### src/rtl/core/spq_pkg.sv
package spq_pkg;

  // operation codes
  localparam logic OP_INSERT = 1'b0;
  localparam logic OP_REMOVE = 1'b1;

  // result status codes
  localparam logic [1:0] ST_DONE  = 2'd0;
  localparam logic [1:0] ST_FULL  = 2'd1;
  localparam logic [1:0] ST_EMPTY = 2'd2;

  localparam int unsigned DATA_BITS = 8;
  localparam int unsigned CAP_BITS  = 5;
  localparam int unsigned OUT_COUNT_BITS = 5;

  // per-cycle command broadcast to every cell
  typedef struct packed {
    logic ins;  // accepted insert that fits
    logic rem;  // accepted remove of a present head
  } spq_ctl_t;

endpackage

### src/rtl/core/spq_cell.sv
module spq_cell #(
  parameter int IDX = 0,
  parameter int PW  = 8,
  parameter int CW  = 5
) (
  input  logic                         clk,
  input  spq_pkg::spq_ctl_t            ctl,
  input  logic [CW-1:0]                count,
  input  logic [PW-1:0]                new_prio,
  input  logic [spq_pkg::DATA_BITS-1:0] new_char,
  input  logic                         left_gt,
  input  logic [PW-1:0]                left_prio,
  input  logic [spq_pkg::DATA_BITS-1:0] left_char,
  input  logic [PW-1:0]                right_prio,
  input  logic [spq_pkg::DATA_BITS-1:0] right_char,
  output logic                         gt,
  output logic [PW-1:0]                prio,
  output logic [spq_pkg::DATA_BITS-1:0] chr
);
  import spq_pkg::*;

  logic occ;
  logic at_tail;
  logic [PW-1:0]        prio_next;
  logic [DATA_BITS-1:0] chr_next;

  assign occ     = (count > CW'(IDX));
  assign at_tail = (count == CW'(IDX));
  // stored entry sorts behind the incoming one
  assign gt      = occ && (prio > new_prio);

  always_comb begin
    prio_next = prio;
    chr_next  = chr;
    if (ctl.ins) begin
      if (left_gt) begin
        prio_next = left_prio;
        chr_next  = left_char;
      end else if (gt || at_tail) begin
        prio_next = new_prio;
        chr_next  = new_char;
      end
    end else if (ctl.rem) begin
      prio_next = right_prio;
      chr_next  = right_char;
    end
  end

  always_ff @(posedge clk) begin
    prio <= prio_next;
    chr  <= chr_next;
  end

endmodule

### src/rtl/core/sorted_priority_queue.sv
// Sorted priority queue of (priority, character) items, head first in a row
// of DEPTH cells. Pulse start while busy is low to issue one item: op 0
// inserts new_prio/new_char behind every stored entry of lower or equal
// priority, op 1 removes the head (smallest priority). In the next cycle
// done pulses for one cycle with out_prio/out_char (zero unless a
// remove succeeded), status (0 done, 1 full, 2 empty) and count_after. The
// receiver cannot stall, so take the result in that cycle. One item per
// cycle is sustained: every cell compares against the new priority and
// moves in the same cycle, so the row's single compare-and-shift step sets
// the rate. busy is high only while in reset and for the cycle after it.
// capacity (cfg_we/cfg_data, reset 16) limits the fill; values above DEPTH
// act as DEPTH, zero refuses every insert.
module sorted_priority_queue #(
  parameter int DEPTH     = 16,
  parameter int PRIO_BITS = 8
) (
  input  logic                             clk,
  input  logic                             rst,
  input  logic                             start,
  output logic                             busy,
  input  logic                             op,
  input  logic [7:0]                       new_prio,
  input  logic [spq_pkg::DATA_BITS-1:0]    new_char,
  input  logic                             cfg_we,
  input  logic [spq_pkg::CAP_BITS-1:0]     cfg_data,
  output logic                             done,
  output logic [7:0]                       out_prio,
  output logic [spq_pkg::DATA_BITS-1:0]    out_char,
  output logic [1:0]                       status,
  output logic [spq_pkg::OUT_COUNT_BITS-1:0] count_after
);
  import spq_pkg::*;

  // stored priority width: only the low PRIO_BITS (at most 8) of the input are kept
  localparam int PW   = (PRIO_BITS < 8) ? PRIO_BITS : 8;
  localparam int CW   = $clog2(DEPTH + 1);
  localparam int CMPW = (CW > CAP_BITS) ? CW : CAP_BITS;

  logic [CAP_BITS-1:0] capacity;
  logic [CW-1:0]       count, count_next;
  logic [CMPW-1:0]     cap_eff;
  logic                accept, full, empty;
  logic [PW-1:0]       prio_in;
  spq_ctl_t            ctl;

  // cell row taps, each read at its own fixed neighbor
  logic [PW-1:0]        cell_prio [DEPTH];
  logic [DATA_BITS-1:0] cell_char [DEPTH];
  logic                 cell_gt   [DEPTH];

  assign accept  = start && !busy;
  assign prio_in = new_prio[PW-1:0];
  assign cap_eff = (CMPW'(capacity) > CMPW'(DEPTH)) ? CMPW'(DEPTH) : CMPW'(capacity);
  assign full    = (CMPW'(count) >= cap_eff);
  assign empty   = (count == '0);

  assign ctl.ins = accept && (op == OP_INSERT) && !full;
  assign ctl.rem = accept && (op == OP_REMOVE) && !empty;

  always_comb begin
    count_next = count;
    if (ctl.ins) begin
      count_next = count + CW'(1);
    end else if (ctl.rem) begin
      count_next = count - CW'(1);
    end
  end

  // cell 0 is the head; insert shifts toward the tail, remove toward the head
  for (genvar i = 0; i < DEPTH; i++) begin : g_cell
    logic                 l_gt;
    logic [PW-1:0]        l_prio, r_prio;
    logic [DATA_BITS-1:0] l_char, r_char;

    if (i == 0) begin : g_head
      assign l_gt   = 1'b0;
      assign l_prio = '0;
      assign l_char = '0;
    end else begin : g_body
      assign l_gt   = cell_gt[i-1];
      assign l_prio = cell_prio[i-1];
      assign l_char = cell_char[i-1];
    end

    if (i == DEPTH - 1) begin : g_tail
      assign r_prio = cell_prio[i];
      assign r_char = cell_char[i];
    end else begin : g_mid
      assign r_prio = cell_prio[i+1];
      assign r_char = cell_char[i+1];
    end

    spq_cell #(
      .IDX (i),
      .PW  (PW),
      .CW  (CW)
    ) u_cell (
      .clk        (clk),
      .ctl        (ctl),
      .count      (count),
      .new_prio   (prio_in),
      .new_char   (new_char),
      .left_gt    (l_gt),
      .left_prio  (l_prio),
      .left_char  (l_char),
      .right_prio (r_prio),
      .right_char (r_char),
      .gt         (cell_gt[i]),
      .prio       (cell_prio[i]),
      .chr        (cell_char[i])
    );
  end

  // control state
  always_ff @(posedge clk) begin
    if (rst) begin
      busy     <= 1'b1;
      done     <= 1'b0;
      count    <= '0;
      capacity <= CAP_BITS'(16);
    end else begin
      busy  <= 1'b0;
      done  <= accept;
      count <= count_next;
      if (cfg_we) begin
        capacity <= cfg_data;
      end
    end
  end

  // result payload, loaded on every accepted item
  always_ff @(posedge clk) begin
    if (accept) begin
      count_after <= OUT_COUNT_BITS'(count_next);
      if (ctl.rem) begin
        out_prio <= 8'(cell_prio[0]);
        out_char <= cell_char[0];
      end else begin
        out_prio <= '0;
        out_char <= '0;
      end
      if (op == OP_INSERT) begin
        status <= full ? ST_FULL : ST_DONE;
      end else begin
        status <= empty ? ST_EMPTY : ST_DONE;
      end
    end
  end

endmodule

### config.mk
export PLATFORM = sky130hd
export DESIGN_NAME = sorted_priority_queue
export DESIGN_NICKNAME = d
export VERILOG_FILES = /design/src/rtl/core/spq_pkg.sv /design/src/rtl/core/spq_cell.sv /design/src/rtl/core/sorted_priority_queue.sv
export SDC_FILE = /design/constraint.sdc
export NUM_CORES = 1
export LEC_CHECK = 0
export BUFFER_PORTS_ARGS = -buffer_cell sky130_fd_sc_hd__buf_2
export CORE_UTILIZATION = 56
export DETAILED_ROUTE_END_ITERATION = 7
export GPL_TIMING_DRIVEN = 1
export PLACE_DENSITY = 0.76
export SLEW_MARGIN = 20
export SYNTH_ARGS = -nofsm -noshare
export SYNTH_HDL_FRONTEND = slang
export SYNTH_SLANG_ARGS = --single-unit
### constraint.sdc
create_clock -name clk -period 6.95 [get_ports clk]
set_input_delay 0.695 -clock clk [delete_from_list [all_inputs] [get_ports clk]]
set_output_delay 0.695 -clock clk [all_outputs]
set_load 0.02 [all_outputs]
Word-level counts from Yosys, hierarchy flattened
Cells that the tools add are included.

storage, ports and cells
  bits in registers = 291
  input port bits = 26
  output and inout bits = 25
  word-level logic and storage cells = 295

cells by class
  add/subtract/negate cells = 2
  magnitude comparators = 34
  equal/unequal tests = 30
  multiplexer cells = 129
  bitwise logic cells = 1
  reductions and logical operators = 59

operator list
  operator               number
  $mux W8                122
  $gt A8 B8 Y1           16
  $ne A3 B1 Y1 const B   14
  $eq A5 B4 Y1 const B   8
  $gt A5 B4 Y1 const B   8
  $reduce_and A2 Y1      16
  $logic_and A1 B1 Y1    21
  $eq A5 B3 Y1 const B   4
  $gt A5 B3 Y1 const B   4
  $logic_or A1 B1 Y1     16
  $mux W5                3
  $eq A5 B2 Y1 const B   2
  $gt A5 B1 Y1 const B   2
  $gt A5 B2 Y1 const B   2
  $add A5 B1 Y5 const B  1
  $eq A5 B1 Y1 const B   1
  $ge A5 B5 Y1           1
  $gt A5 B5 Y1 const B   1
  $logic_not A5 Y1       1
  $sub A5 B1 Y5 const B  1
  $mux W2                2
  $reduce_bool A2 Y1     2
  $logic_not A1 Y1       3
  $mux W1                2
  other kinds (2)        2

Logic depth before layout (Yosys ltp)
Gate-level depths: netlist of run 1.

  depth after elaboration = 7
  mapped depth = 12
  depth with buffers taken out = 9

Cells and area by module
From an unflattened synthesis of run 1, not the netlist that was laid out.

unflattened totals
  cells, all modules = 1811
  area, all modules = 18744.2 um^2

by module, submodules not included
  module                        times used  cells an instance  area each (um^2)  sequential area each (um^2)
  sorted_priority_queue         1           131                1581.5            930.9
  spq_cell (g_cell[14].u_cell)  1           107                1103.6            480.5
  spq_cell (g_cell[0].u_cell)   1           108                1093.5            480.5
  spq_cell (g_cell[9].u_cell)   1           104                1093.5            480.5
  spq_cell (g_cell[12].u_cell)  1           105                1086.0            480.5
  spq_cell (g_cell[2].u_cell)   1           106                1079.8            480.5
  spq_cell (g_cell[11].u_cell)  1           105                1078.5            480.5
  spq_cell (g_cell[6].u_cell)   1           107                1077.3            480.5
  spq_cell (g_cell[8].u_cell)   1           105                1076.0            480.5
  spq_cell (g_cell[4].u_cell)   1           106                1074.8            480.5
  spq_cell (g_cell[3].u_cell)   1           104                1066.0            480.5
  spq_cell (g_cell[1].u_cell)   1           105                1064.8            480.5
  spq_cell (g_cell[5].u_cell)   1           103                1063.5            480.5
  spq_cell (g_cell[10].u_cell)  1           105                1056.0            480.5
  +3 rows                       --          --                 --                --

Least setup slack after synthesis of run 1
Ideal clock, no wire load.

  kind = input-to-reg
  start = input port new_prio[6]
  end = register g_cell[7].u_cell.chr[0] (netlist name), enable pin
  library setup time = 399 ps
  arrival = 3234 ps
  required time = 6551 ps
  setup slack = 3317 ps
  stages on the path = 9
  buffers on the path = 1
  cells stage by stage = inv_1 -> ha_1 -> and4_1 -> a22oi_1 -> o21ai_1 -> a21oi_4 -> buf_4 -> a31oi_1 -> a31oi_1

on the way
  cells in the longest elaborated chain, start to end = 5
  elaborated cells between the ends (all ways) = 7
  those cells by class = 2 x order compare; 1 x eq/ne; 4 x reduce/logical

RTL lines
  what                           line                         text
  start: declaration             sorted_priority_queue.sv:22  input logic [7:0] new_prio,
  $gt A8 B8 Y1                   spq_cell.sv:30               assign gt = occ && (prio > new_prio);
  $logic_and A1 B1 Y1            spq_cell.sv:30
  $logic_or A1 B1 Y1             spq_cell.sv:39               end else if (gt || at_tail) begin
  $ne A3 B1 Y1 (no line) *       --
  $reduce_and A2 Y1 (no line) *  --
  end signal: assignment         spq_cell.sv:51               chr <= chr_next;
  end: declaration               spq_cell.sv:18               output logic [spq_pkg::DATA_BITS-1:0] chr

Mark *: on every way between the ends. The rest lies on a longest branch, timed or not.
A chain may end at the register's enable or synchronous reset.

Final worst setup path of run 1
  start = input port new_prio[2]
  end = register g_cell[12].u_cell.chr[2] (netlist name), enable pin

on the way
  cells in the longest elaborated chain, start to end = 5
  elaborated cells between the ends (all ways) = 7
  those cells by class = 2 x order compare; 1 x eq/ne; 4 x reduce/logical

RTL lines
  what                           line
  $gt A8 B8 Y1                   spq_cell.sv:30
  $logic_and A1 B1 Y1            spq_cell.sv:30
  $logic_or A1 B1 Y1             spq_cell.sv:39
  $ne A3 B1 Y1 (no line) *       --
  $reduce_and A2 Y1 (no line) *  --
  end signal: assignment         spq_cell.sv:51
  end: declaration               spq_cell.sv:18

Marks and branches as above.

==> results summary, run 1 <==
The final instance area is 19,100 sq um. Summed over all nets, the switching power comes to 1180 uW. The launch point of the worst path is new_prio[2]. The power density over the cells is 235 nW/um^2. The final-report setup violation count came out at 0. The worst register-to-register path begins at count[0]$_SDFF_PP0_. The delay contributed by the slowest stage of the critical path is 0.94 ns. The detailed-route DRC error count came out at 0. Along the worst path, the maximum fanout reaches 26. Across all register-to-register paths, the minimum setup slack is 3.09 ns. By area the synthesized netlist is led by edfxtp_1 48%, ha_1 9.8%, mux2i_1 9.8%. The synthesized netlist devotes 14.0% of its cell area to compound gates. The number of different library cells in the post-synthesis netlist came out at 66. The placement-stage worst setup slack came out at 2.23 ns.

The share of final-layout standard cells stronger than drive strength 1 came out at 10.6%. Entering global routing, the biggest net connects 100 pins. The total wire length after detailed routing came out at 47,200 um.

The vias per cell is 6.46. By count the netlist is led by 279 x edfxtp_1, 195 x nand2_1, 171 x mux2i_1. The area after detailed placement is 17,900 sq um.

The starting density of the core came out at 57.2%. The clock transition at the register clock pins on the worst setup and hold paths after CTS came out at 0.06 ns. Post-CTS timing repair inserted 0 buffers for setup. The number of nets in the layout is 1,789. Across all layers, the routed design uses 13.2k vias. The signal on the critical path passes through buf_2 > inv_1 > ha_1 > nand3_1 > o22ai_1 > o31ai_1 > a21oi_4 > nor2_1 > a31oi_2.

The adder-cell area share of the yosys netlist came out at 9.85%. The worst register-to-register path ends at g_cell[14].u_cell.chr[1]$_DFFE_PP_. The flow ran to the end, and the final reports show no timing, DRC or antenna violations. For the worst-skew pair, the clock arrives at the later sink with an insertion delay of 0.59 ns. The clock tree buffer depth is 3. The initial antenna violation count came out at 0. The area growth from synthesis to final layout came out at 8.76%. The sink count of the clock tree is 291. The number of diodes is 0.

TritonCTS built the clock tree. By startpoint and endpoint, the worst setup path is classified as input port to flip-flop. For this run, asynchronously set or reset flops after synthesis account for 0%. The number of I/O port buffers came out at 50.

Combinational logic burns 13.1% of the power. The full die area is 32,000 sq um. The synthesized area per cell came out at 10.7 sq um. The post-route minimum period is 4.19 ns. The first global-routing pass estimated 72,900 um of wire.

The reported max-cap violation count is 0. Based on the critical path, the design can be clocked at up to 238 MHz. The clock buffer count from CTS is 31. Setup repair after global routing left no endpoint under its margin. The path class of the tightest hold or removal check is input port to flip-flop. Summing the areas of all xor and xnor instances in the mapped netlist gives 0.150% of the synthesized area. The worst-case IR drop observed on VDD is 0.000187 V. The final weighted congestion in routability-driven placement is 0.914. The global-route congestion overflow total came out at 0. The via count of the first global-routing pass is 13.1k. The internal power contribution came out at 3300 uW.

After layout, the worst path uses 60.4% of the clock period. The initial DRC count came out at 1,440. The slack of the critical path came out at 2.76 ns.

The remaining max-slew budget at the tightest pin came out at 24.3%. The first TritonRoute pass finished after 5 iterations. For the final routed database, the setup TNS stands at 0 ns. The largest total area in the synthesized netlist belongs to edfxtp_1. The relative contribution of the clock network to total power is 39.1%.

Sequential elements use 49.2% of the synthesized area. The total number of H-tree levels is 1. Pin placement for this block handled 51 I/O pins. The cell depth of the worst setup path came out at 9.

After detailed routing, the average wire length per cell comes to 23.1 um. Between clock sinks in the finished design, the worst skew comes to 0.0114 ns. The switching power as a share of total power came out at 26.4%.

The worst path arrival time came out at 4.39 ns. By instance count, the leading cell after synthesis is edfxtp_1. After synthesis the netlist holds a flip-flop and latch count of 291. The row count is 64. The final antenna-violating net count is 0.

The die is 179 um wide. The largest family of logic cells by synthesized area is compound AO/OA/AOI/OAI gates. The worst setup path is launched from an input port.

The post-synthesis simple-gate area fraction came out at 12.2%. The count of flip-flops with a built-in enable after synthesis came out at 279. Gates resized during post-CTS repair numbered 0.

The cell family contributing the most delay on the critical path is compound AO/OA/AOI/OAI gates. The total count of hold-check failures in the final report is 0. The net count after synthesis is 1,796. The share of the synthesized area in the top cell type is 47.8%.

The gate count after technology mapping is 1,632. For the pin with the worst max-slew slack, the measured transition is 1.13 ns. The global-route usage over all layers is 30.0%.

The critical path ends at g_cell[12].u_cell.chr[2]$_DFFE_PP_. The mux share of post-synthesis cell area is 10.5%. The most used flip-flop cell after synthesis is edfxtp_1. The leakage power figure came out at 0.00775 uW. The floorplan die height came out at 179 um.

The post-synth design cell area is 17,500 sq um. The detailed placement HPWL came out at 32,400 um. The power share of the sequential group is 47.8%.

During synthesis, Yosys emitted a total of 0 warnings. The number of max-slew violations in the final report came out at 0. The core outline area is 30,700 sq um. In this run the clock root is driven by a clkbuf_16. The hold buffer count at CTS is 0. The nature of the critical path endpoint is a flip-flop. The total buffers and inverters traversed by the critical path is 2. The slowest cell on the critical path is a31oi_2. The worst path required time is 7.15 ns. The count of cells along the worst register-to-register path is 10.
==> flip-flops by register name, indices dropped and copies added (netlist names) <==
signal / cells
out_prio: 8
status: 2
count: 5
g_cell.u_cell.chr: 128
count_after: 5
out_char: 8
done: 1
capacity: 5
g_cell.u_cell.prio: 128
busy: 1
==> worst min-delay path, delay by kind of cell <==
kind / cells / cell delay [ns]
AOI/OAI and AO/OA: 1 / 0.06
and+or+nand+nor: 1 / 0.04
buffers and inverters: 1 / 0.08
==> layout by cell type (no fill, tap or decap), types with 22 or more instances in the layout <==
master,count
clkbuf_16,31
o21ai_0,117
o211ai_1,59
nand2_1,195
ha_1,138
a21oi_1,137
nor2_1,125
inv_1,36
buf_2,50
nand4_1,22
mux2i_1,171
edfxtp_1,279
nand3_1,71
==> per-layer routing <==
| layer | share of wire, % | track usage (%) |
|---|---|---|
| met1 | 42 | 40.8 |
| met2 | 46 | 47.9 |
| met3 | 8.4 | 5.03 |
| met4 | 3.5 | 11.6 |
| met5 | 0 | 0 |
==> cell families after synthesis <==
| family | count (synthesis) |
|---|---|
| AOI/OAI and AO/OA | 399 |
| xor gates and xnor gates | 3 |
| adders and majority gates | 138 |
| buffers and inverters | 146 |
| DFF | 291 |
| muxes | 182 |
| and+or+nand+nor | 473 |
==> worst min path at each step <==
stage                                  start                        to  slack, ns  depth (start not counted)
floorplan           capacity[0]$_SDFFE_PP0P_  capacity[0]$_SDFFE_PP0P_       0.45                          2
global placement    capacity[0]$_SDFFE_PP0P_  capacity[0]$_SDFFE_PP0P_       0.48                          2
detailed placement  capacity[1]$_SDFFE_PP0P_  capacity[1]$_SDFFE_PP0P_       0.49                          2
CTS                              cfg_data[4]  capacity[4]$_SDFFE_PP1P_       0.33                          3
global route                     cfg_data[4]  capacity[4]$_SDFFE_PP1P_       0.36                          3
finish                           cfg_data[4]  capacity[4]$_SDFFE_PP1P_       0.34                          3
==> power by group through the flow <==
| stage | Clock [uW] | Combinational [uW] | Sequential, uW |
|---|---|---|---|
| detailed placement | 0 | 571 | 2180 |
| CTS | 1760 | 577 | 2140 |
| global route | 1830 | 653 | 2150 |
| finish | 1750 | 588 | 2150 |
| floorplan | 0 | 414 | 2140 |
| global placement | 0 | 543 | 2180 |
==> through the flow <==
step	util [%]	cells	hold WS [ns]	total power (uW)
after floorplan	-	1632	0.452	2560
after global placement	58.4	1986	0.482	2720
after detailed placement	58.5	1987	0.489	2750
after CTS	62.0	2044	0.325	4480
after global routing	62.2	2045	0.364	4630
final	62.2	2045	0.336	4490
==> area by class of cell <==
| class | instances | area (sq um) |
|---|---|---|
| Clock buffer | 38 | 802 |
| Multi-Input combinational cell | 1195 | 8350 |
| Sequential cell | 291 | 8620 |
| Clock inverter | 19 | 258 |
| Fill cell | 2451 | 11600 |
| Inverter | 36 | 135 |
| Tap cell | 396 | 495 |
| Timing Repair Buffer | 70 | 415 |
Note: power is estimated with default switching activity, not from simulation.
==> run 2: changes to the inputs <==
--- a/config.mk
+++ b/config.mk
@@ -9,7 +9,7 @@
 export CORE_UTILIZATION = 56
 export DETAILED_ROUTE_END_ITERATION = 7
 export GPL_TIMING_DRIVEN = 1
-export PLACE_DENSITY = 0.76
+export PLACE_DENSITY = 0.79
 export SLEW_MARGIN = 20
 export SYNTH_ARGS = -nofsm -noshare
 export SYNTH_HDL_FRONTEND = slang
==> constraint.sdc (replaced) <==
create_clock -name clk -period 3.61 [get_ports clk]
set_input_delay 0.361 -clock clk [delete_from_list [all_inputs] [get_ports clk]]
set_output_delay 0.361 -clock clk [all_outputs]
set_load 0.02 [all_outputs]
==> run 2 against run 1 <==
Clock skew is 0.0040 ns higher. Worst hold slack worse by 0.25 ns. Cell area is 1.9% higher. Non-clock buffer count is 54 higher. Register-to-register slack worse by 2.7 ns. Final cell count is 2.8% higher. Via count is 2.3% higher. Clock power is 88% higher. Count of clock-buffer cells in the layout is 12 higher. Global-route usage is 0.41 points lower. Critical endpoint is now g_cell[5].u_cell.chr[5]$_DFFE_PP_. Highest routed layer unchanged.
==> results summary, run 2 (synthesized netlist as in run 1, its figures left out) <==
The clock tree buffer depth came out at 3. The worst register-to-register path has a setup slack of 0.35 ns. For this design the static power due to leakage is 0.00803 uW. The vias per cell is 6.43.

The wire length of the first global-routing pass came out at 72,800 um. 51 I/O pins were placed. The horizontal extent of the die is 179 um. The initial antenna violation count was 0. Summing all multi-input logic gate instances after layout gives 8290 sq um. The total wire length after detailed routing is 46,600 um. The total negative slack for setup checks is 0 ns. The via total after detailed routing is 13.5k. The filler cell count in the final layout came out at 2,416.

In this run the post-CTS setup repair buffer count came out at 0. For this run, the number of standard cells in the final layout without fillers is 2,102. TritonCTS built the clock tree.

The flow ran to the end, and the final reports show no timing, DRC or antenna violations. The floorplan die height is 179 um. The cell sitting at the root of the clock tree is a clkbuf_16. The slowest stage of the critical path belongs to the cell a31oi_2.

The peak fanout along the critical path came out at 16. The core outline area is 30,700 sq um. Entering global routing, the biggest net connects 143 pins.

The hold buffer count at CTS is 0. The final weighted congestion in routability-driven placement came out at 0.907. After detailed routing, the number of remaining DRC violations is 0. The worst path needs 3.26 ns of the cycle, external delays included. Setup repair after global routing left no endpoint under its margin.

Between clock sinks in the finished design, the worst skew comes to 0.0154 ns. STA classifies the critical path endpoint as a flip-flop. The maximum VDD drop came out at 0.000407 V. The sequential cells in the finished layout cover a total of 8620 sq um.

The area growth from synthesis to final layout came out at 10.9%. The total count of hold-check failures in the final report came to 0. In this run the number of H-tree levels came out at 2. In the final design database the tool counted 1,846 nets. Data arrives at the worst endpoint at 3.39 ns.

The share of final-layout standard cells stronger than drive strength 1 came out at 13.4%. The largest registers in the layout are g_cell.u_cell.chr: 128 flops, g_cell.u_cell.prio: 128 flops. The fmax is 307 MHz.

The placed instance count came out at 2,042. The via count of the first global-routing pass was 13.4k. Dividing the final minimum period by the clock period gives 90.3%. The wire length per cell is 22.2 um. The worst path required time is 3.74 ns.

Global routing used 29.6% of the available tracks. The number of diodes came out at 0. The full die area came out at 32,000 sq um. At the later pin of the worst-skew pair, clock insertion delay measures 0.52 ns. The tool flagged a number of max-cap violations equal to 0. Traced cell by cell, the critical path runs through inv_1 > ha_1 > nand2b_1 > a21oi_1 > o21a_2 > or2_4 > and2_1 > a31oi_2. The initial DRC count is 1,419. The library cells used most frequently in the layout, excluding fill and tap cells, are 279 x edfxtp_1, 195 x nand2_1, 171 x mux2i_1. The slack of the critical path is 0.349 ns. Counting the buffers created by CTS gives 34. The type of the worst setup path is flip-flop to flip-flop. The power density over the cells came out at 442 nW/um^2. STA classifies the critical path startpoint as a flip-flop.

Final hold analysis gives a worst-case slack of 0.0861 ns. Leaving out fill and tap cells, the most frequent cell in the layout is edfxtp_1. At the pin with the least slew margin, the transition time is 1.13 ns.

The starting density of the core is 57.2%. Port buffering added 50 buffers. The delay contributed by the slowest stage of the critical path is 0.91 ns. Setup violations remaining at the end of the flow were counted as 0. The count of instances resized after the clock tree is built came out at 0.

The placement-stage worst setup slack came out at 0.415 ns. The row count came out at 64. The final antenna-violating net count is 0. The number of detailed-route iterations in the first pass is 5.

The sink count of the clock tree came out at 291. The detailed placement HPWL came out at 32,300 um. The global-route congestion overflow total is 0. The remaining max-slew budget at the tightest pin came out at 24.6%. The tightest min-delay check is of the input port to flip-flop type. The clock transition at the register clock pins on the worst setup and hold paths after CTS is 0.06 ns. The number of max-slew violations in the final report was 0.
run 2: changes by cell type in the layout (fill, tap and decap cells not counted), sizes merged:
cell      before  now
bufinv         6    1
clkinv        10    8
buf           70  124
clkbuf        38   50
clkinvlp       2    0
run 2: layout make-up:
cell class,instances,share of cell area (%)
Clock buffer,50,5.01
Multi-Input combinational cell,1195,42.7
Clock inverter,10,0.399
Tap cell,396,2.55
Inverter,36,0.695
Timing Repair Buffer,124,4.34
Sequential cell,291,44.3
run 2: worst paths after layout:
path,from,endpoint,cells past startpoint
setup / recovery,count[0]$_SDFF_PP0_,g_cell[5].u_cell.chr[5]$_DFFE_PP_,8
hold / removal,cfg_data[4],capacity[4]$_SDFFE_PP1P_,3
setup reg to reg,count[0]$_SDFF_PP0_,g_cell[5].u_cell.chr[5]$_DFFE_PP_,8
hold reg to reg,capacity[3]$_SDFFE_PP0P_,capacity[3]$_SDFFE_PP0P_,2
run 2: report_power, final:
| part | switching (uW) | internal [uW] |
|---|---|---|
| registers | 133 | 3970 |
| clock network | 1350 | 1940 |
| logic | 769 | 416 |
| total | 2250 | 6330 |
run 2: worst max-delay path: cells and delay by family (launching register included):
family,cells,cell delay [ns]
buffers and inverters,1,0.18
AO/OA/AOI/OAI,3,1.22
adder cells (fa/ha/maj),1,0.31
flip-flops,1,0.55
AND/OR/NAND/NOR,3,0.61
run 2: stage by stage:
stage	instance area (sq um)	util (%)	total power, uW
detailed placement	18400	60.0	5330
global placement	18400	59.9	5260
finish	19400	63.4	8580
global route	19400	63.4	8880
floorplan	17500	-	4930
CTS	19400	63.4	8610
run 2: metal layers:
metal  routed length [um]  vias up  track usage (%)
met2                21700      659             48.6
met1                19200     6505             39.3
met3                 3920      156             4.52
met5                    0        -                0
met4                 1820        0             11.7
li1                     -     6191                -
==> run 3: changes to the inputs <==
--- a/config.mk
+++ b/config.mk
@@ -6,10 +6,12 @@
 export NUM_CORES = 1
 export LEC_CHECK = 0
 export BUFFER_PORTS_ARGS = -buffer_cell sky130_fd_sc_hd__buf_2
-export CORE_UTILIZATION = 56
+export CELL_PAD_IN_SITES_DETAIL_PLACEMENT = 0
+export CELL_PAD_IN_SITES_GLOBAL_PLACEMENT = 1
+export CORE_UTILIZATION = 46
 export DETAILED_ROUTE_END_ITERATION = 7
 export GPL_TIMING_DRIVEN = 1
-export PLACE_DENSITY = 0.79
+export PLACE_DENSITY = 0.8
 export SLEW_MARGIN = 20
 export SYNTH_ARGS = -nofsm -noshare
 export SYNTH_HDL_FRONTEND = slang
==> run 3 against run 2 <==
Setup slack gained 0.10 ns. Sequential power is essentially flat. Global-route usage shrank 4.4 points. Final cell count grew 5.5%. Flip-flop and latch count is the same. Non-clock buffer count shrank 1. Wire length grew 3.6%. Highest routed layer unchanged.
==> results summary, run 3 (synthesized netlist as in run 1, its figures left out) <==
The run finished with clean final reports. The area after detailed placement is 18,600 sq um. Setup repair after global routing left no endpoint under its margin. The number of post-CTS setup repair buffers is 0. The clock latency reported for the late side of the worst-skew pair is 0.54 ns.

The power density over the cells is 437 nW/um^2. The wire length per cell came out at 21.8 um. STA classifies the critical path endpoint as a flip-flop.

The smallest clock period supported by the final layout is computed as 3.16 ns. The hold buffer count at CTS is 0. The first detailed-routing pass took 5 iterations. The clock buffer count from CTS is 35. The initial DRC count is 1,053. The count of boundary I/O pins is 51. For this block, the routed nets add up to 48,300 um of wire. The core outline area came out at 37,600 sq um. The ratio of final minimum period to clock period is 87.4%.

After layout, the worst setup slack is 0.454 ns. For this run, the post-layout net count is 1,846. The floorplan die height came out at 197 um. The min-delay analysis places its worst path in the category input port to flip-flop.

The global-route usage over all layers came out at 25.2%. After detailed routing, the number of vias per cell comes to 5.92. Headroom to the max-slew limit came out at 29.3%. The detailed placement HPWL came out at 34,600 um. The number of antenna diodes in the final layout is 0.

The sink count of the clock tree is 291. The clock transition at the register clock pins on the worst setup and hold paths after CTS came out at 0.06 ns. The full die area came out at 38,900 sq um. The clock skew after layout came out at 0.0226 ns. The final-report setup violation count is 0.

The clock tree buffer depth came out at 3. The starting density of the core came out at 46.7%. Data arrives at the worst endpoint at 3.30 ns. The initial antenna violation count is 0. The count of instances resized after the clock tree is built is 0.

The worst path required time came out at 3.75 ns. The wire length of the first global-routing pass came out at 75,500 um. The reported max-cap violation count came out at 0.

The total count of hold-check failures in the final report is 0. The detailed-route DRC error count came out at 0. At the end of routability-driven placement, the weighted congestion stood at 0.865. The share of final-layout standard cells stronger than drive strength 1 came out at 13.5%. The actual slew at the worst max-slew pin is 1.06 ns. The filler cell count in the final layout is 3,302.

The largest registers in the layout are g_cell.u_cell.chr: 128 flops, g_cell.u_cell.prio: 128 flops. The library cells used most frequently in the layout, excluding fill and tap cells, are 279 x edfxtp_1, 195 x nand2_1, 171 x mux2i_1. The H-tree was split into 2 levels. The via total after detailed routing is 13.1k. The total negative slack for setup checks is 0 ns. The leakage power figure came out at 0.00804 uW. The launching element type of the critical path is a flip-flop. The peak fanout along the critical path is 16. Once layout is done, the placed cells without fillers occupy 19,600 sq um.

The via count of the first global-routing pass is 13.1k. The fmax came out at 317 MHz. The type of the worst setup path is flip-flop to flip-flop. The CTS tree is built. The library cell used most frequently in the layout, excluding fill and tap cells, is edfxtp_1. The initialized floorplan defines 71 standard-cell rows. The number of max-slew violations in the final report is 0. The global-route congestion overflow total is 0.

OpenSTA, run right after detailed placement, puts the worst setup slack at 0.419 ns. The area growth from synthesis to final layout came out at 11.9%. The worst-case IR drop observed on VDD is 0.000363 V. The final antenna-violating net count came out at 0.

The die is 197 um wide. The maximum number of pins on one net before global-route repair is 90. The CTS root buffer is clkbuf_16.

The number of I/O port buffers came out at 50.
## run 3: final timing paths
path | start | depth (start not counted) | to | slack [ns]
min | cfg_data[3] | 3 | capacity[3]$_SDFFE_PP0P_ | 0.07
max reg2reg | count[0]$_SDFF_PP0_ | 8 | g_cell[5].u_cell.prio[0]$_DFFE_PP_ | 0.45
max | count[0]$_SDFF_PP0_ | 8 | g_cell[5].u_cell.prio[0]$_DFFE_PP_ | 0.45
min reg2reg | capacity[0]$_SDFFE_PP0P_ | 2 | capacity[0]$_SDFFE_PP0P_ | 0.49
## run 3: area by class of cell
type / instances / area [sq um] / area share [%]
well taps: 511 / 639 / 3.26
clock inverters: 14 / 87.6 / 0.446
multi-input cells: 1195 / 8290 / 42.2
inverters: 36 / 135 / 0.689
clock buffers: 48 / 956 / 4.87
repair buffers: 123 / 898 / 4.58
flip-flops and latches: 291 / 8620 / 43.9
## run 3: critical path, stage by stage, from the launching register on
cell,delay (ns)
dfxtp_1,0.55
inv_1,0.18
ha_1,0.31
nand2b_1,0.09
a21oi_1,0.07
o21a_2,0.24
or2_4,0.29
and2_1,0.18
a31oi_2,0.86
## run 3: metal layers
layer  wire (um)  GRT usage [%]  up-vias
li1            -              -     6193
met1       21500           34.4     6414
met2       22500           41.3      453
met3        3030           3.74       81
met4        1320           7.69        0
met5           0              0        -
## run 3: stage by stage
stage | cells | hold slack [ns] | total power, uW | util, %
4_1_cts | 2218 | 0.0549 | 8620 | 52.2
3_3_place_gp | 2156 | 0.475 | 5310 | 49.4
6_report | 2218 | 0.0690 | 8570 | 52.2
5_1_grt | 2218 | 0.0887 | 8900 | 52.2
2_1_floorplan | 1632 | 0.389 | 4930 | -
3_5_place_dp | 2156 | 0.479 | 5350 | 49.4
## run 3: power breakdown
part	internal [uW]	switching (uW)
Clock	1860	1420
Sequential	3970	135
Combinational	421	768
